--- src/hw/rtl/three_rotor_substitution_cipher_defines.svh ---
// Assertion macros used by the cipher back end.
`ifndef THREE_ROTOR_SUBSTITUTION_CIPHER_DEFINES_SVH
`define THREE_ROTOR_SUBSTITUTION_CIPHER_DEFINES_SVH

`ifndef SYNTH
// Same-cycle implication, disabled while reset is asserted.
`define TRSC_ASSERT_IMP(lbl, clk, rstn, ante, cons) \
    lbl: assert property (@(posedge clk) disable iff (!rstn) (ante) |-> (cons)) \
        else $error("cipher check failed");
// Next-cycle implication, disabled while reset is asserted.
`define TRSC_ASSERT_NEXT(lbl, clk, rstn, ante, cons) \
    lbl: assert property (@(posedge clk) disable iff (!rstn) (ante) |=> (cons)) \
        else $error("cipher check failed");
`else
`define TRSC_ASSERT_IMP(lbl, clk, rstn, ante, cons)
`define TRSC_ASSERT_NEXT(lbl, clk, rstn, ante, cons)
`endif

`endif

--- src/hw/rtl/trsc_pkg.sv ---
package trsc_pkg;

    localparam int unsigned LETTER_W = 5;
    localparam int unsigned CHAR_W   = 8;
    localparam logic [7:0]  CHAR_A   = 8'd65;

    // Stream widths.
    localparam int unsigned IN_TDATA_W  = 40;
    localparam int unsigned IN_TUSER_W  = 5;
    localparam int unsigned OUT_TDATA_W = 24;

    // Opcodes carried in tuser.
    localparam logic [1:0] OP_ENCRYPT = 2'd0;
    localparam logic [1:0] OP_LOAD    = 2'd1;
    localparam logic [1:0] OP_SET_POS = 2'd2;
    localparam logic [1:0] OP_RESTORE = 2'd3;

    // Table selectors for wiring loads.
    localparam logic [2:0] SEL_RIGHT     = 3'd0;
    localparam logic [2:0] SEL_MIDDLE    = 3'd1;
    localparam logic [2:0] SEL_LEFT      = 3'd2;
    localparam logic [2:0] SEL_REFLECTOR = 3'd3;
    localparam logic [2:0] SEL_PLUGBOARD = 3'd4;

    // Rotor numbers.
    localparam logic [1:0] ROT_RIGHT  = 2'd0;
    localparam logic [1:0] ROT_MIDDLE = 2'd1;
    localparam logic [1:0] ROT_LEFT   = 2'd2;

    // Configuration register indexes.
    localparam logic [1:0] CFG_LEFT_START   = 2'd0;
    localparam logic [1:0] CFG_MIDDLE_START = 2'd1;
    localparam logic [1:0] CFG_RIGHT_START  = 2'd2;

    // Lookup steps of one ciphered letter.
    localparam logic [3:0] STEP_PLUG_IN  = 4'd0;
    localparam logic [3:0] STEP_REFLECT  = 4'd4;
    localparam logic [3:0] STEP_PLUG_OUT = 4'd8;

    // Queue between the front and the back.
    localparam int unsigned QUEUE_DEPTH = 2;

    typedef enum logic [2:0] {
        K_PASS       = 3'd0,
        K_CIPHER     = 3'd1,
        K_LOAD_ROTOR = 3'd2,
        K_LOAD_REFL  = 3'd3,
        K_LOAD_PLUG  = 3'd4,
        K_SET        = 3'd5,
        K_RESTORE    = 3'd6
    } t_kind;

    typedef struct packed {
        t_kind               kind;
        logic [CHAR_W-1:0]   char_in;
        logic [LETTER_W-1:0] letter;
        logic [1:0]          rotor;
        logic [LETTER_W-1:0] idx;
        logic [LETTER_W-1:0] val;
        logic [LETTER_W-1:0] set_left;
        logic [LETTER_W-1:0] set_middle;
        logic [LETTER_W-1:0] set_right;
    } t_item;

    // Rotor whose table a lookup step reads.
    function automatic logic [1:0] rotor_of_step(input logic [3:0] step);
        logic [1:0] rot;
        rot = ROT_RIGHT;
        if (step == 4'd2 || step == 4'd6) begin
            rot = ROT_MIDDLE;
        end else if (step == 4'd3 || step == 4'd5) begin
            rot = ROT_LEFT;
        end
        return rot;
    endfunction

    function automatic logic step_forward(input logic [3:0] step);
        return step inside {[4'd1:4'd3]};
    endfunction

    function automatic logic step_reverse(input logic [3:0] step);
        return step inside {[4'd5:4'd7]};
    endfunction

endpackage

--- src/hw/rtl/trsc_front.sv ---
module trsc_front #(
    parameter int unsigned ALPHABET_SIZE = 26
) (
    input  logic                              i_valid,
    output logic                              o_ready,
    input  logic [trsc_pkg::IN_TDATA_W-1:0]   i_tdata,
    input  logic [trsc_pkg::IN_TUSER_W-1:0]   i_tuser,
    input  logic                              i_q_full,
    output logic                              o_push,
    output trsc_pkg::t_item                   o_item
);

    logic [1:0]                    opcode;
    logic [2:0]                    sel;
    logic [trsc_pkg::CHAR_W-1:0]   ch;
    logic [trsc_pkg::CHAR_W-1:0]   ch_off;
    logic [trsc_pkg::LETTER_W-1:0] idx;
    logic [trsc_pkg::LETTER_W-1:0] val;
    logic                          is_letter;
    logic                          entry_ok;

    assign opcode = i_tuser[1:0];
    assign sel    = i_tuser[4:2];
    assign ch     = i_tdata[7:0];
    assign idx    = i_tdata[12:8];
    assign val    = i_tdata[17:13];
    assign ch_off = ch - trsc_pkg::CHAR_A;

    assign is_letter = (ch >= trsc_pkg::CHAR_A)
                    && (ch < trsc_pkg::CHAR_A + 8'(ALPHABET_SIZE));
    assign entry_ok  = ({1'b0, idx} < 6'(ALPHABET_SIZE))
                    && ({1'b0, val} < 6'(ALPHABET_SIZE));

    assign o_ready = !i_q_full;
    assign o_push  = i_valid && !i_q_full;

    always_comb begin
        o_item            = '0;
        o_item.char_in    = ch;
        o_item.letter     = ch_off[4:0];
        o_item.rotor      = sel[1:0];
        o_item.idx        = idx;
        o_item.val        = val;
        o_item.set_left   = i_tdata[22:18];
        o_item.set_middle = i_tdata[27:23];
        o_item.set_right  = i_tdata[32:28];
        o_item.kind       = trsc_pkg::K_PASS;
        case (opcode)
            trsc_pkg::OP_ENCRYPT: begin
                if (is_letter) begin
                    o_item.kind = trsc_pkg::K_CIPHER;
                end
            end
            trsc_pkg::OP_LOAD: begin
                // Out-of-range entries and unused selectors echo only.
                if (entry_ok) begin
                    if (sel inside {trsc_pkg::SEL_RIGHT, trsc_pkg::SEL_MIDDLE,
                                    trsc_pkg::SEL_LEFT}) begin
                        o_item.kind = trsc_pkg::K_LOAD_ROTOR;
                    end else if (sel == trsc_pkg::SEL_REFLECTOR) begin
                        o_item.kind = trsc_pkg::K_LOAD_REFL;
                    end else if (sel == trsc_pkg::SEL_PLUGBOARD) begin
                        o_item.kind = trsc_pkg::K_LOAD_PLUG;
                    end
                end
            end
            trsc_pkg::OP_SET_POS: begin
                o_item.kind = trsc_pkg::K_SET;
            end
            trsc_pkg::OP_RESTORE: begin
                o_item.kind = trsc_pkg::K_RESTORE;
            end
            default: begin
                o_item.kind = trsc_pkg::K_PASS;
            end
        endcase
    end

endmodule

--- src/hw/rtl/trsc_queue.sv ---
module trsc_queue (
    input  logic            i_clk,
    input  logic            i_rst_n,
    input  logic            i_push,
    input  trsc_pkg::t_item i_item,
    output logic            o_full,
    input  logic            i_pop,
    output trsc_pkg::t_item o_item,
    output logic            o_empty
);

    localparam int unsigned PTR_W = $clog2(trsc_pkg::QUEUE_DEPTH);
    localparam int unsigned CNT_W = $clog2(trsc_pkg::QUEUE_DEPTH + 1);

    trsc_pkg::t_item r_mem [trsc_pkg::QUEUE_DEPTH];
    logic [PTR_W-1:0] r_wr, n_wr;
    logic [PTR_W-1:0] r_rd, n_rd;
    logic [CNT_W-1:0] r_count, n_count;

    assign o_full  = (r_count == CNT_W'(trsc_pkg::QUEUE_DEPTH));
    assign o_empty = (r_count == '0);
    assign o_item  = r_mem[r_rd];

    always_comb begin
        n_wr    = r_wr;
        n_rd    = r_rd;
        n_count = r_count;
        if (i_push) begin
            n_wr = (r_wr == PTR_W'(trsc_pkg::QUEUE_DEPTH - 1)) ? '0 : r_wr + 1'b1;
        end
        if (i_pop) begin
            n_rd = (r_rd == PTR_W'(trsc_pkg::QUEUE_DEPTH - 1)) ? '0 : r_rd + 1'b1;
        end
        if (i_push && !i_pop) begin
            n_count = r_count + 1'b1;
        end else if (!i_push && i_pop) begin
            n_count = r_count - 1'b1;
        end
    end

    always_ff @(posedge i_clk) begin
        if (!i_rst_n) begin
            r_wr    <= '0;
            r_rd    <= '0;
            r_count <= '0;
        end else begin
            r_wr    <= n_wr;
            r_rd    <= n_rd;
            r_count <= n_count;
        end
    end

    always_ff @(posedge i_clk) begin
        if (i_push) begin
            r_mem[r_wr] <= i_item;
        end
    end

endmodule

--- src/hw/rtl/trsc_tbl.sv ---
module trsc_tbl #(
    parameter int unsigned DEPTH = 78
) (
    input  logic                          i_clk,
    input  logic                          i_rst_n,
    input  logic                          i_we,
    input  logic [$clog2(DEPTH)-1:0]      i_waddr,
    input  logic [trsc_pkg::LETTER_W-1:0] i_wdata,
    input  logic                          i_re,
    input  logic [$clog2(DEPTH)-1:0]      i_raddr,
    input  logic [trsc_pkg::LETTER_W-1:0] i_id,
    output logic [trsc_pkg::LETTER_W-1:0] o_rdata
);

    // Entries never written read back as the identity value given with the read.
    logic [trsc_pkg::LETTER_W-1:0] r_mem [DEPTH];
    logic [DEPTH-1:0]              r_valid;
    logic [trsc_pkg::LETTER_W-1:0] r_q;
    logic [trsc_pkg::LETTER_W-1:0] r_id;
    logic                          r_hit;

    always_ff @(posedge i_clk) begin
        if (i_we) begin
            r_mem[i_waddr] <= i_wdata;
        end
        if (i_re) begin
            r_q  <= r_mem[i_raddr];
            r_id <= i_id;
        end
    end

    always_ff @(posedge i_clk) begin
        if (!i_rst_n) begin
            r_valid <= '0;
            r_hit   <= 1'b0;
        end else begin
            if (i_we) begin
                r_valid[i_waddr] <= 1'b1;
            end
            if (i_re) begin
                r_hit <= r_valid[i_raddr];
            end
        end
    end

    assign o_rdata = r_hit ? r_q : r_id;

endmodule

--- src/hw/rtl/trsc_back.sv ---
`include "three_rotor_substitution_cipher_defines.svh"

module trsc_back #(
    parameter int unsigned ALPHABET_SIZE = 26
) (
    input  logic                          i_clk,
    input  logic                          i_rst_n,
    input  trsc_pkg::t_item               i_item,
    input  logic                          i_q_empty,
    output logic                          o_pop,
    input  logic                          i_cfg_we,
    input  logic [1:0]                    i_cfg_index,
    input  logic [trsc_pkg::LETTER_W-1:0] i_cfg_wdata,
    output logic                          o_out_valid,
    input  logic                          i_out_ready,
    output logic [trsc_pkg::CHAR_W-1:0]   o_out_char,
    output logic [trsc_pkg::LETTER_W-1:0] o_out_left,
    output logic [trsc_pkg::LETTER_W-1:0] o_out_middle,
    output logic [trsc_pkg::LETTER_W-1:0] o_out_right
);

    localparam int unsigned RA_W = $clog2(3 * ALPHABET_SIZE);
    localparam int unsigned PA_W = $clog2(2 * ALPHABET_SIZE);
    localparam logic [RA_W-1:0] BASE_MID  = RA_W'(ALPHABET_SIZE);
    localparam logic [RA_W-1:0] BASE_LEFT = RA_W'(2 * ALPHABET_SIZE);
    localparam logic [PA_W-1:0] BASE_PLUG = PA_W'(ALPHABET_SIZE);
    localparam logic [4:0]      LAST_POS  = 5'(ALPHABET_SIZE - 1);

    typedef enum logic [1:0] {
        S_IDLE = 2'b01,
        S_RUN  = 2'b10
    } t_state;

    // Reduction of a 5-bit position modulo the alphabet size.
    logic [4:0] fold_lut [32];
    for (genvar g = 0; g < 32; g++) begin : g_fold
        assign fold_lut[g] = 5'(g % ALPHABET_SIZE);
    end

    function automatic logic [4:0] add_mod(input logic [4:0] a, input logic [4:0] b);
        logic [5:0] s;
        s = {1'b0, a} + {1'b0, b};
        if (s >= 6'(ALPHABET_SIZE)) begin
            s = s - 6'(ALPHABET_SIZE);
        end
        return s[4:0];
    endfunction

    function automatic logic [4:0] sub_mod(input logic [4:0] a, input logic [4:0] b);
        logic [5:0] s;
        if (a >= b) begin
            s = {1'b0, a} - {1'b0, b};
        end else begin
            s = {1'b0, a} + 6'(ALPHABET_SIZE) - {1'b0, b};
        end
        return s[4:0];
    endfunction

    function automatic logic [4:0] pos_sel(input logic [1:0] rot, input logic [4:0] pr,
                                           input logic [4:0] pm, input logic [4:0] pl);
        logic [4:0] p;
        case (rot)
            trsc_pkg::ROT_RIGHT:  p = pr;
            trsc_pkg::ROT_MIDDLE: p = pm;
            trsc_pkg::ROT_LEFT:   p = pl;
            default:              p = pr;
        endcase
        return p;
    endfunction

    function automatic logic [RA_W-1:0] rotor_base(input logic [1:0] rot);
        logic [RA_W-1:0] b;
        case (rot)
            trsc_pkg::ROT_MIDDLE: b = BASE_MID;
            trsc_pkg::ROT_LEFT:   b = BASE_LEFT;
            default:              b = '0;
        endcase
        return b;
    endfunction

    t_state     r_state, n_state;
    logic [3:0] r_step, n_step;
    logic [4:0] r_pos_left, n_pos_left;
    logic [4:0] r_pos_middle, n_pos_middle;
    logic [4:0] r_pos_right, n_pos_right;
    logic [4:0] r_start_left, n_start_left;
    logic [4:0] r_start_middle, n_start_middle;
    logic [4:0] r_start_right, n_start_right;
    logic       r_out_valid, n_out_valid;
    logic [7:0] r_out_char, n_out_char;
    logic [4:0] r_out_left, n_out_left;
    logic [4:0] r_out_middle, n_out_middle;
    logic [4:0] r_out_right, n_out_right;

    logic            out_free;
    logic            load_out;
    logic [7:0]      out_char;
    logic [4:0]      d;
    logic [4:0]      s;
    logic [4:0]      key;
    logic [3:0]      step_nxt;
    logic [1:0]      rot_nxt;
    logic [4:0]      right_inc;
    logic [4:0]      middle_inc;
    logic [4:0]      left_inc;

    logic            fwd_we, rev_we, pr_we;
    logic [RA_W-1:0] fwd_waddr, rev_waddr;
    logic [PA_W-1:0] pr_waddr;
    logic [4:0]      fwd_wdata, rev_wdata, pr_wdata;
    logic            fwd_re, rev_re, pr_re;
    logic [RA_W-1:0] rot_raddr;
    logic [PA_W-1:0] pr_raddr;
    logic [4:0]      rd_id;
    logic [4:0]      fwd_rdata, rev_rdata, pr_rdata;

    trsc_tbl #(.DEPTH(3 * ALPHABET_SIZE)) u_fwd (
        .i_clk   (i_clk),
        .i_rst_n (i_rst_n),
        .i_we    (fwd_we),
        .i_waddr (fwd_waddr),
        .i_wdata (fwd_wdata),
        .i_re    (fwd_re),
        .i_raddr (rot_raddr),
        .i_id    (rd_id),
        .o_rdata (fwd_rdata)
    );

    trsc_tbl #(.DEPTH(3 * ALPHABET_SIZE)) u_rev (
        .i_clk   (i_clk),
        .i_rst_n (i_rst_n),
        .i_we    (rev_we),
        .i_waddr (rev_waddr),
        .i_wdata (rev_wdata),
        .i_re    (rev_re),
        .i_raddr (rot_raddr),
        .i_id    (rd_id),
        .o_rdata (rev_rdata)
    );

    // Reflector in the lower half, plugboard in the upper half.
    trsc_tbl #(.DEPTH(2 * ALPHABET_SIZE)) u_pr (
        .i_clk   (i_clk),
        .i_rst_n (i_rst_n),
        .i_we    (pr_we),
        .i_waddr (pr_waddr),
        .i_wdata (pr_wdata),
        .i_re    (pr_re),
        .i_raddr (pr_raddr),
        .i_id    (rd_id),
        .o_rdata (pr_rdata)
    );

    assign out_free = !r_out_valid || i_out_ready;

    // Datapath of one lookup step: undo the rotor offset of the data that just
    // came back, then offset it for the rotor read next.
    always_comb begin
        if (trsc_pkg::step_forward(r_step)) begin
            d = fwd_rdata;
        end else if (trsc_pkg::step_reverse(r_step)) begin
            d = rev_rdata;
        end else begin
            d = pr_rdata;
        end
        if (trsc_pkg::step_forward(r_step) || trsc_pkg::step_reverse(r_step)) begin
            s = sub_mod(d, pos_sel(trsc_pkg::rotor_of_step(r_step),
                                   r_pos_right, r_pos_middle, r_pos_left));
        end else begin
            s = d;
        end
        step_nxt = r_step + 4'd1;
        rot_nxt  = trsc_pkg::rotor_of_step(step_nxt);
        if (trsc_pkg::step_forward(step_nxt) || trsc_pkg::step_reverse(step_nxt)) begin
            key = add_mod(s, pos_sel(rot_nxt, r_pos_right, r_pos_middle, r_pos_left));
        end else begin
            key = s;
        end
    end

    assign right_inc  = (r_pos_right == LAST_POS) ? '0 : r_pos_right + 5'd1;
    assign middle_inc = (r_pos_middle == LAST_POS) ? '0 : r_pos_middle + 5'd1;
    assign left_inc   = (r_pos_left == LAST_POS) ? '0 : r_pos_left + 5'd1;
    assign out_char   = trsc_pkg::CHAR_A + {3'b000, s};

    always_comb begin
        n_state        = r_state;
        n_step         = r_step;
        n_pos_left     = r_pos_left;
        n_pos_middle   = r_pos_middle;
        n_pos_right    = r_pos_right;
        n_start_left   = r_start_left;
        n_start_middle = r_start_middle;
        n_start_right  = r_start_right;
        n_out_valid    = r_out_valid && !i_out_ready;
        n_out_char     = r_out_char;
        n_out_left     = r_out_left;
        n_out_middle   = r_out_middle;
        n_out_right    = r_out_right;
        load_out       = 1'b0;
        o_pop          = 1'b0;

        fwd_we    = 1'b0;
        rev_we    = 1'b0;
        pr_we     = 1'b0;
        fwd_waddr = rotor_base(i_item.rotor) + RA_W'(i_item.idx);
        fwd_wdata = i_item.val;
        rev_waddr = rotor_base(i_item.rotor) + RA_W'(i_item.val);
        rev_wdata = i_item.idx;
        pr_waddr  = (i_item.kind == trsc_pkg::K_LOAD_PLUG)
                  ? BASE_PLUG + PA_W'(i_item.idx) : PA_W'(i_item.idx);
        pr_wdata  = i_item.val;
        fwd_re    = 1'b0;
        rev_re    = 1'b0;
        pr_re     = 1'b0;
        rot_raddr = rotor_base(rot_nxt) + RA_W'(key);
        pr_raddr  = (step_nxt == trsc_pkg::STEP_PLUG_OUT)
                  ? BASE_PLUG + PA_W'(key) : PA_W'(key);
        rd_id     = key;

        case (r_state)
            S_IDLE: begin
                o_pop = !i_q_empty && (i_item.kind == trsc_pkg::K_CIPHER || out_free);
                if (o_pop) begin
                    out_char_echo: begin
                        n_out_char = i_item.char_in;
                    end
                    case (i_item.kind)
                        trsc_pkg::K_CIPHER: begin
                            pr_re    = 1'b1;
                            pr_raddr = BASE_PLUG + PA_W'(i_item.letter);
                            rd_id    = i_item.letter;
                            n_step   = trsc_pkg::STEP_PLUG_IN;
                            n_state  = S_RUN;
                        end
                        trsc_pkg::K_LOAD_ROTOR: begin
                            fwd_we   = 1'b1;
                            rev_we   = 1'b1;
                            load_out = 1'b1;
                        end
                        trsc_pkg::K_LOAD_REFL, trsc_pkg::K_LOAD_PLUG: begin
                            pr_we    = 1'b1;
                            load_out = 1'b1;
                        end
                        trsc_pkg::K_SET: begin
                            n_pos_left   = fold_lut[i_item.set_left];
                            n_pos_middle = fold_lut[i_item.set_middle];
                            n_pos_right  = fold_lut[i_item.set_right];
                            load_out     = 1'b1;
                        end
                        trsc_pkg::K_RESTORE: begin
                            n_pos_left   = fold_lut[r_start_left];
                            n_pos_middle = fold_lut[r_start_middle];
                            n_pos_right  = fold_lut[r_start_right];
                            load_out     = 1'b1;
                        end
                        default: begin
                            load_out = 1'b1;
                        end
                    endcase
                    if (i_item.kind == trsc_pkg::K_CIPHER) begin
                        n_out_char = r_out_char;
                    end
                end
            end
            S_RUN: begin
                if (r_step == trsc_pkg::STEP_PLUG_OUT) begin
                    if (out_free) begin
                        n_out_char  = out_char;
                        n_pos_right = right_inc;
                        if (right_inc == '0) begin
                            n_pos_middle = middle_inc;
                            if (middle_inc == '0) begin
                                n_pos_left = left_inc;
                            end
                        end
                        load_out = 1'b1;
                        n_state  = S_IDLE;
                    end
                end else begin
                    n_step = step_nxt;
                    if (trsc_pkg::step_forward(step_nxt)) begin
                        fwd_re = 1'b1;
                    end else if (trsc_pkg::step_reverse(step_nxt)) begin
                        rev_re = 1'b1;
                    end else begin
                        pr_re = 1'b1;
                    end
                end
            end
            default: begin
                n_state = S_IDLE;
            end
        endcase

        if (load_out) begin
            n_out_valid  = 1'b1;
            n_out_left   = n_pos_left;
            n_out_middle = n_pos_middle;
            n_out_right  = n_pos_right;
        end

        if (i_cfg_we) begin
            case (i_cfg_index)
                trsc_pkg::CFG_LEFT_START: begin
                    n_start_left = i_cfg_wdata;
                    n_pos_left   = fold_lut[i_cfg_wdata];
                end
                trsc_pkg::CFG_MIDDLE_START: begin
                    n_start_middle = i_cfg_wdata;
                    n_pos_middle   = fold_lut[i_cfg_wdata];
                end
                trsc_pkg::CFG_RIGHT_START: begin
                    n_start_right = i_cfg_wdata;
                    n_pos_right   = fold_lut[i_cfg_wdata];
                end
                default: begin
                    n_start_left = r_start_left;
                end
            endcase
        end
    end

    always_ff @(posedge i_clk) begin
        if (!i_rst_n) begin
            r_state        <= S_IDLE;
            r_step         <= trsc_pkg::STEP_PLUG_IN;
            r_pos_left     <= '0;
            r_pos_middle   <= '0;
            r_pos_right    <= '0;
            r_start_left   <= '0;
            r_start_middle <= '0;
            r_start_right  <= '0;
            r_out_valid    <= 1'b0;
        end else begin
            r_state        <= n_state;
            r_step         <= n_step;
            r_pos_left     <= n_pos_left;
            r_pos_middle   <= n_pos_middle;
            r_pos_right    <= n_pos_right;
            r_start_left   <= n_start_left;
            r_start_middle <= n_start_middle;
            r_start_right  <= n_start_right;
            r_out_valid    <= n_out_valid;
        end
    end

    always_ff @(posedge i_clk) begin
        r_out_char   <= n_out_char;
        r_out_left   <= n_out_left;
        r_out_middle <= n_out_middle;
        r_out_right  <= n_out_right;
    end

    assign o_out_valid  = r_out_valid;
    assign o_out_char   = r_out_char;
    assign o_out_left   = r_out_left;
    assign o_out_middle = r_out_middle;
    assign o_out_right  = r_out_right;

    `TRSC_ASSERT_IMP(a_pos_in_range, i_clk, i_rst_n, 1'b1, ({1'b0, r_pos_left} < 6'(ALPHABET_SIZE)) && ({1'b0, r_pos_middle} < 6'(ALPHABET_SIZE)) && ({1'b0, r_pos_right} < 6'(ALPHABET_SIZE)))
    `TRSC_ASSERT_IMP(a_step_in_range, i_clk, i_rst_n, r_state == S_RUN, r_step <= trsc_pkg::STEP_PLUG_OUT)
    `TRSC_ASSERT_NEXT(a_cipher_starts, i_clk, i_rst_n, o_pop && (i_item.kind == trsc_pkg::K_CIPHER), (r_state == S_RUN) && (r_step == trsc_pkg::STEP_PLUG_IN))
    `TRSC_ASSERT_NEXT(a_cipher_result, i_clk, i_rst_n, (r_state == S_RUN) && (r_step == trsc_pkg::STEP_PLUG_OUT) && out_free, o_out_valid && (r_state == S_IDLE) && (o_out_char >= trsc_pkg::CHAR_A) && (o_out_char < trsc_pkg::CHAR_A + 8'(ALPHABET_SIZE)))

endmodule

--- src/hw/rtl/three_rotor_substitution_cipher.sv ---
// Three-rotor substitution cipher over the letters A.. (ALPHABET_SIZE letters from A).
// Every input beat carries an opcode in tuser and yields exactly one output beat:
// encrypt sends a byte through plugboard, right/middle/left rotors, reflector, the
// rotors back and the plugboard again, then steps the right rotor with odometer carry
// (no notches); a byte that is not a letter is echoed and nothing steps. The other
// opcodes load one wiring entry (a rotor load also writes that rotor's reverse
// table), set the current positions, or return the rotors to the start registers;
// they echo the input byte. Every output beat also reports the rotor positions
// after the item. Tables come out of reset as identity mappings. A letter makes nine
// dependent lookups through the registered table ports and holds the engine until
// done; any other item is done in the cycle that dequeues it. A two-entry queue sits
// between the input classifier and the engine, and a one-beat output register
// decouples the engine from the consumer, so the input keeps accepting beats while a
// result waits, until the queue fills. Start registers must be written through the
// configuration port only while the block is idle; the block does not enforce this.
// A write also sets that rotor's current position to the value modulo the alphabet size.
module three_rotor_substitution_cipher #(
    parameter int unsigned ALPHABET_SIZE = 26
) (
    input  logic                               i_clk,
    input  logic                               i_rst_n,

    // Input stream.
    input  logic                               s_axis_tvalid,
    output logic                               s_axis_tready,
    // tdata from bit 0: char_in[7:0], entry_index[12:8], entry_value[17:13],
    // set_left[22:18], set_middle[27:23], set_right[32:28], zero fill to 40 bits.
    input  logic [trsc_pkg::IN_TDATA_W-1:0]    s_axis_tdata,
    // tuser from bit 0: opcode[1:0], table_select[4:2].
    input  logic [trsc_pkg::IN_TUSER_W-1:0]    s_axis_tuser,

    // Output stream.
    output logic                               m_axis_tvalid,
    input  logic                               m_axis_tready,
    // tdata from bit 0: char_out[7:0], current_left[12:8], current_middle[17:13],
    // current_right[22:18], zero fill to 24 bits.
    output logic [trsc_pkg::OUT_TDATA_W-1:0]   m_axis_tdata,

    // Configuration: 0 left_start, 1 middle_start, 2 right_start.
    input  logic                               i_cfg_we,
    input  logic [1:0]                         i_cfg_index,
    input  logic [trsc_pkg::LETTER_W-1:0]      i_cfg_wdata
);

    trsc_pkg::t_item front_item;
    trsc_pkg::t_item q_item;
    logic            push;
    logic            q_full;
    logic            q_empty;
    logic            pop;
    logic [7:0]      out_char;
    logic [4:0]      out_left;
    logic [4:0]      out_middle;
    logic [4:0]      out_right;

    // Classifies each beat as it is accepted.
    trsc_front #(.ALPHABET_SIZE(ALPHABET_SIZE)) u_front (
        .i_valid  (s_axis_tvalid),
        .o_ready  (s_axis_tready),
        .i_tdata  (s_axis_tdata),
        .i_tuser  (s_axis_tuser),
        .i_q_full (q_full),
        .o_push   (push),
        .o_item   (front_item)
    );

    trsc_queue u_queue (
        .i_clk   (i_clk),
        .i_rst_n (i_rst_n),
        .i_push  (push),
        .i_item  (front_item),
        .o_full  (q_full),
        .i_pop   (pop),
        .o_item  (q_item),
        .o_empty (q_empty)
    );

    // Owns the wiring tables, the rotor positions and the output register.
    trsc_back #(.ALPHABET_SIZE(ALPHABET_SIZE)) u_back (
        .i_clk        (i_clk),
        .i_rst_n      (i_rst_n),
        .i_item       (q_item),
        .i_q_empty    (q_empty),
        .o_pop        (pop),
        .i_cfg_we     (i_cfg_we),
        .i_cfg_index  (i_cfg_index),
        .i_cfg_wdata  (i_cfg_wdata),
        .o_out_valid  (m_axis_tvalid),
        .i_out_ready  (m_axis_tready),
        .o_out_char   (out_char),
        .o_out_left   (out_left),
        .o_out_middle (out_middle),
        .o_out_right  (out_right)
    );

    assign m_axis_tdata = {1'b0, out_right, out_middle, out_left, out_char};

endmodule
--- config.mk ---
export PLATFORM = sky130hd
export DESIGN_NAME = three_rotor_substitution_cipher
export DESIGN_NICKNAME = d
export VERILOG_FILES = /design/src/hw/rtl/trsc_pkg.sv /design/src/hw/rtl/trsc_front.sv /design/src/hw/rtl/trsc_queue.sv /design/src/hw/rtl/trsc_tbl.sv /design/src/hw/rtl/trsc_back.sv /design/src/hw/rtl/three_rotor_substitution_cipher.sv
export VERILOG_INCLUDE_DIRS = /design/src /design/src/hw/rtl
export SDC_FILE = /design/constraint.sdc
export NUM_CORES = 2
export LEC_CHECK = 0
export ABC_CLOCK_PERIOD_IN_PS = 8000
export BUFFER_PORTS_ARGS = -buffer_cell sky130_fd_sc_hd__buf_2
export CAP_MARGIN = 0
export CORE_UTILIZATION = 57
export DETAILED_ROUTE_END_ITERATION = 7
export PLACE_DENSITY = 0.88
export SYNTH_ARGS = -nofsm -noshare
export SYNTH_HDL_FRONTEND = slang
export SYNTH_HIERARCHICAL = 1
export SYNTH_SLANG_ARGS = --single-unit
--- constraint.sdc ---
create_clock -name i_clk -period 8 [get_ports i_clk]
set_input_delay 0.8 -clock i_clk [delete_from_list [all_inputs] [get_ports i_clk]]
set_output_delay 0.8 -clock i_clk [all_outputs]
set_load 0.02 [all_outputs]
After elaboration in Yosys (flattened, before gate mapping)
Memory sizes are Yosys's and may differ from the RTL's. A register that Yosys moved wholly into a read port is not among the register bits.
Cells that the tools add are included.
{ "word_totals": {"out_inout_bits": 26, "regBits": 290, "ramBits": 1126, "word_cells": 322, "mem_bits_ro": 1120, "inputBits": 57, "memories": 11} }
{ "op_classes": {"n_bitwise": 10, "addsub": 21, "reduce_logical": 44, "n_eq_ne": 43, "order_cmp": 29, "mux": 139} }
{ "mem_list": {"columns": ["name", "depth", "width", "rd", "rd_clocked_by_memory_dff", "write_ports", "line_no", "text"], "rows": [
  ["u_back.u_fwd.r_mem", 78, 5, 1, 1, 1, "trsc_tbl.sv:16", "logic [trsc_pkg::LETTER_W-1:0] r_mem [DEPTH];"],
  ["u_back.u_rev.r_mem", 78, 5, 1, 1, 1, "trsc_tbl.sv:16", null],
  ["u_back.u_pr.r_mem", 52, 5, 1, 1, 1, "trsc_tbl.sv:16", null],
  ["(name not given)", 32, 5, 1, 0, 0, "trsc_back.sv:311", "n_pos_middle = fold_lut[i_cfg_wdata];"],
  ["(name not given)", 32, 5, 1, 0, 0, "trsc_back.sv:246", "n_pos_left = fold_lut[i_item.set_left];"],
  ["(name not given)", 32, 5, 1, 0, 0, "trsc_back.sv:247", "n_pos_middle = fold_lut[i_item.set_middle];"],
  ["5 more memories", null, null, null, null, null, null, null]
]} }
{ "op_table": {"columns": ["op", "count"], "rows": [
  ["$mux W5", 49],
  ["$or A78 B78 Y78", 2],
  ["$pmux W5 S2", 8],
  ["$or A52 B52 Y52", 1],
  ["$ge A6 B6 Y1 const B", 7],
  ["$not A5 Y6", 7],
  ["$mux W1", 41],
  ["$mux W8", 4],
  ["$mux W6", 5],
  ["$lt A7 B8 Y1 const B", 3],
  ["$pmux W6 S2", 2],
  ["$mux W2", 11],
  ["$add A6 B5 Y7", 3],
  ["$add A5 B5 Y6 const A", 3],
  ["$eq A2 B2 Y1 const B", 8],
  ["$eq A4 B2 Y1 const B", 4],
  ["$eq A4 B3 Y1 const B", 4],
  ["$pmux W8 S2", 1],
  ["$add A5 B1 Y5 const B", 3],
  ["$eq A5 B5 Y1 const B", 3],
  ["$bmux W1 S7", 2],
  ["$demux W1 S7", 2],
  ["$ge A7 B1 Y1 const B", 2],
  ["$logic_and A1 B1 Y1", 14],
  ["other kinds (47)", 97]
]} }

Longest topological paths before layout
{ "depth": {"depth_word": 22, "depth_mapped": 35} }

Cells and area by module
The synthesis kept the hierarchy.
{ "modules_own_cells": {"columns": ["mod", "seq_area_each_um2", "area_per_inst_um2", "cells_per_inst", "n_inst"], "rows": [
  ["trsc_tbl (u_back.u_fwd)", 13593.0, 18864.3, 1058, 1],
  ["trsc_tbl (u_back.u_rev)", 13593.0, 18743.0, 1014, 1],
  ["trsc_tbl (u_back.u_pr)", 9168.8, 12529.5, 646, 1],
  ["trsc_back", 1431.4, 6039.5, 790, 1],
  ["trsc_queue", 2682.6, 3320.7, 156, 1],
  ["trsc_front", 0.0, 475.5, 63, 1],
  ["three_rotor_substitution_cipher", 0.0, 11.3, 2, 1]
]} }

Worst setup path before layout
OpenSTA, ideal clock, no wires.
{ "synth_path": {"path_type": "reg-to-reg", "start": "register u_back.r_step[0]", "end": "register u_back/u_fwd/r_q[0] (netlist name) (read register of u_back.u_fwd.r_mem), data pin", "n_path_buf": 3, "period_less_slack_ps": 7983, "setup_ps": 261, "slack_ps": 17, "arrival_time_ps": 7722, "path_stages_with_launch": 30, "path_cell_list": "dfxtp_1 ha_1 nor2b_1 a21oi_1 a21oi_1 o22ai_1 ha_1 nor2b_4 o31a_4 o31ai_1 a21boi_0 o31ai_1 ha_1 a21o_1 a21oi_1 mux2i_1 nor2_1 and4_1 or3_4 xnor2_1 mux2i_1 inv_1 ha_1 fa_1 xor2_1 buf_2 buf_2 clkbuf_1 mux4_2 o32a_1"} }
{ "synth_via": {"elab_chain_cells": 16, "word_cells_on_any_way": 59} }
{ "synth_lines": {"columns": ["element", "line_no", "text"], "rows": [
  ["start: declaration", "trsc_back.sv:82", "logic [3:0] r_step, n_step;"],
  ["start signal: assignment", "trsc_back.sv:327", "r_step <= trsc_pkg::STEP_PLUG_IN;"],
  ["start signal: assignment", "trsc_back.sv:337", "r_step <= n_step;"],
  ["parallel branches: the longest is 15 deep, another holds $add A5 B5 Y6", null, null],
  ["$add A6 B5 Y7 *", "trsc_back.sv:216", "rot_raddr = rotor_base(rot_nxt) + RA_W'(key);"],
  ["via u_back.rot_raddr[3]", "trsc_back.sv:112", "logic [RA_W-1:0] rot_raddr;"],
  ["end: declaration", "trsc_tbl.sv:18", "logic [trsc_pkg::LETTER_W-1:0] r_q;"]
]} }
Mark *: on every way through the listed nets, which the timed path passes. The select of a mux whose other input is x is not followed.
A chain may end at the register's enable or synchronous reset.

Worst setup path after layout
{ "layout_path": {"start": "register u_back.u_fwd.r_hit", "end": "register u_back/u_fwd/r_q[2] (netlist name) (read register of u_back.u_fwd.r_mem), data pin"} }
{ "layout_via": {"elab_chain_cells": 11, "word_cells_on_any_way": 14} }
{ "layout_lines": {"columns": ["element", "line_no", "text"], "rows": [
  ["start: declaration", "trsc_tbl.sv:20", "logic r_hit;"],
  ["start signal: assignment", "trsc_tbl.sv:41", "r_hit <= r_valid[i_raddr];"],
  ["$mux W5 *", "trsc_tbl.sv:46", "assign o_rdata = r_hit ? r_q : r_id;"],
  ["via u_back.fwd_rdata[1]", "trsc_back.sv:115", "logic [4:0] fwd_rdata, rev_rdata, pr_rdata;"],
  ["$mux W5 *", "trsc_back.sv:159", "if (trsc_pkg::step_forward(r_step)) begin"],
  ["$add A5 B5 Y5", "trsc_back.sv:54", "s = {1'b0, a} + 6'(ALPHABET_SIZE) - {1'b0, b};"],
  ["$sub A5 B5 Y5", "trsc_back.sv:54", null],
  ["$mux W5", "trsc_back.sv:51", "if (a >= b) begin"],
  ["$mux W5 *", "trsc_back.sv:166", "if (trsc_pkg::step_forward(r_step) || trsc_pkg::step_reverse(r_step)) begin"],
  ["$add A5 B5 Y6", "trsc_back.sv:42", "s = {1'b0, a} + {1'b0, b};"],
  ["$sub A5 B5 Y5 or $ge A6 B5 Y1 (tied branches)", "trsc_back.sv:44, trsc_back.sv:43", null],
  ["$mux W5", "trsc_back.sv:43", "if (s >= 6'(ALPHABET_SIZE)) begin"],
  ["$mux W5 *", "trsc_back.sv:174", "if (trsc_pkg::step_forward(step_nxt) || trsc_pkg::step_reverse(step_nxt)) begin"],
  ["$add A6 B5 Y7 *", "trsc_back.sv:216", null],
  ["via u_back.rot_raddr[3]", "trsc_back.sv:112", null]
]} }
The timed path passes the listed nets; every way through them passes the cells marked *.

==> flow_summary.ini <==
[pwr]
clkPwrFrac_pct = 24.5
power_frac_seq_pct = 34.1
switchingPower_w = 0.00940
irDropWorstVdd_uv = 395
power.density_nw_per_um2 = 393
leakagePower_nw = 22.0
comb_power_share_pct = 41.4
power_w = 0.0262
sw_frac_of_total_pct = 35.8
p_int_w = 0.0168

[placement]
dp_hpwl_um = 91000
gp_congestion = 0.956
numPortBuffers = 74
place_inst = 5057
dp_slack_ps = -64.4

[worst_setup_path]
slowest_stage = dfxtp_1
crit_path_max_fanout = 21
cp_data_required_time_ps = 8490
critical_path_class = flop to flop
critPathCaptureType = flop
slowest_delay_ps = 600
crit_top_cell = mux2i_1
cp_data_arrival_time_ps = 8390
start_kind = flop
ff2ff_setup_slack_ps = 100

[timing]
period_share_pct = 98.8
rsz0062_at_grt = true
finalCriticalPeriod_ps = 7900
tightestPinTransition_ps = 1180
fmax_ghz = 0.127
drv_slew = 0
whs_ps = 234
fin_skew_ps = 25.9
hold_viol_final = 0
timing.final.ws_setup_ps = 99.7
final-setup-viol-count = 0
slew_headroom_pct = 20.8

[logic_synthesis]
ys_seq_elements = 1432
async_flop_share_pct = 0
synth_top_area_share_pct = 59.0
synth_top_cell_by_area = edfxtp_1
synth_cells = 3729
synth-edff-count = 1179
syn-num-nets = 3843
synth_warnings = 6
ys.flop_type = edfxtp_1
ys_seq_area_share_pct = 67.5
syn_area_sq_um = 60000
ys_top_cells_by_area = edfxtp_1, mux4_2, dfxtp_1, o21a_1, mux2i_1
synth_cell_type_count = 99
syn-mean-instance-area_sq_um = 16.1

[die]
dieHeight_um = 326
die_area_sq_um = 107000
rows = 118
fp.dieW_um = 326
fp.coreArea_sq_um = 104000
pin_count = 83
start_util_pct = 57.7

[finish]
multi_input_area_sq_um = 18300
seqCellArea_sq_um = 40500
final_common_cell = edfxtp_1
n_fill_cell = 6457
instances_no_fill = 5328
final_cell_mix = edfxtp_1, nor2_1, mux4_2
syn2layout_area_growth_pct = 11.2
fin_nets = 3944
drive_above_1_share_pct = 20.8
post-route-util_pct = 64.2

[status]
outcome = complete, but fails checks
violations = DRC

[clocking]
clockBufferDepth = 3
cts_tree = done
clk_pin_slew_ps = 60
cts_buffers = 138
clk_latency_ps = 760
cts_hold_buffers = 0
h-tree-depth = 4
cts-root-buf = clkbuf_16
cts.sink_count = 1432

[route]
avgRoutedWirePerCell_um = 28.0
drc = 1
drtIter0Drc = 5536
firstDrtPassIters = 8
vias = 36400
antenna_left = 0
vias_per_cell = 6.82
drt-total-wl_um = 149000

[grt]
grt_overflow_total = 0
use_met2_pct = 44.5
grt.met3_usage_pct = 5.78
grt_first_pass_wirelength_um = 222000
track_usage_pct = 27.6
gr-usage-met1_pct = 36.1
grt_pass1_vias = 36100
busiest_layer = met2
grt_max_degree = 111
antenna_found_initial = 2

[worst_hold_path]
hp-class = input port to flop

[job]
maxCapViolCount = 0
==> cells in the mapped netlist (57+ instances only) <==
cell,n
o21a_1,216
mux2i_1,119
mux2_2,84
inv_1,57
buf_4,63
nor2_1,301
dfxtp_1,253
nand3_1,69
clkbuf_1,103
o21ai_0,57
a21oi_1,105
nand2_1,171
mux4_2,262
edfxtp_1,1179
==> cells by family (layout without fill, tap and decap cells) <==
kind of cell             Yosys count  count (layout)  synth area share (%)
flip-flops                      1432            1432                  67.5
AO/OA/AOI/OAI                    638             638                  7.47
buffers and inverters            289             506                  2.61
other                              1               3               0.00625
adder cells (fa/ha/maj)           57              57                  1.28
AND/OR/NAND/NOR                  787             787                  6.26
XOR/XNOR                          37              37                 0.540
multiplexers                     488             488                  14.4
==> stage by stage <==
| stage | area, sq um | setup TNS, ps |
|---|---|---|
| global placement | 61900 | 0 |
| detailed placement | 61900 | -227 |
| CTS | 66300 | 0 |
| global route | 66700 | -996 |
| floorplan | 60000 | 0 |
| finish | 66700 | 0 |
==> sequential cells by signal (all words and copies together) (netlist names), 8 cells and up, named ones only <==
signal and cells:
u_back/o_out_char 8, u_back/u_rev/r_mem 390, u_back/u_fwd/r_valid 78, u_back/u_pr/r_valid 52, u_back/u_fwd/r_mem 390, u_back/u_pr/r_mem 260
u_back/u_rev/r_valid 78, u_queue/r_mem 86
==> layer usage <==
layer  wire (um)  up-vias  part of all wire [%]
met4        8110        2                   5.4
li1            -    14800                     -
met5          13        -                0.0087
met2       70800     2825                    48
met1       53300    18100                    36
met3       16800      638                    11
==> power by group through the flow <==
stage	clock [W]	combinational [W]	sequential (W)
6_report	0.00643	0.0109	0.00895
5_1_grt	0.00675	0.0112	0.00896
4_1_cts	0.00647	0.0103	0.00895
3_5_place_dp	0	0.0100	0.00910
3_3_place_gp	0	0.00977	0.00908
2_1_floorplan	0	0.00685	0.00914
==> worst max-delay path: cells and delay by family, from the launching register on <==
kind,cells,cell delay (ps)
multiplexers,6,1680
AO/OA/AOI/OAI,7,1640
adder cells (fa/ha/maj),4,1420
AND/OR/NAND/NOR,5,950
buffers and inverters,4,660
XOR/XNOR,3,630
flip-flops,1,600
==> area by class of cell <==
type | instances | share of cell area, %
inverter | 63 | 0.366
timing repair buffer | 187 | 2.30
sequential | 1432 | 60.7
antenna | 2 | 0.00750
clock inverter | 73 | 1.03
multi-input combinational | 2008 | 27.4
tap | 1380 | 2.59
clock buffer | 183 | 5.64
==> path summary, 6_finish.rpt <==
check                           startpoint                        to  cells past startpoint
setup / recovery        u_back/u_fwd/r_hit       u_back/u_fwd/r_q[2]                     29
hold reg to reg   u_back/u_rev/r_valid[12]  u_back/u_rev/r_valid[12]                      1
hold / removal            s_axis_tdata[31]       u_queue/r_mem[0][3]                      1
setup reg to reg        u_back/u_fwd/r_hit       u_back/u_fwd/r_q[2]                     29
==> timing repair <==
item,4_1_cts,5_1_grt
pin swaps,0,8
setup endpoints to repair,11,14
buffers inserted,0,10
gates cloned,0,3
resized for setup,8,42
Power figures use the tool's default switching activity.
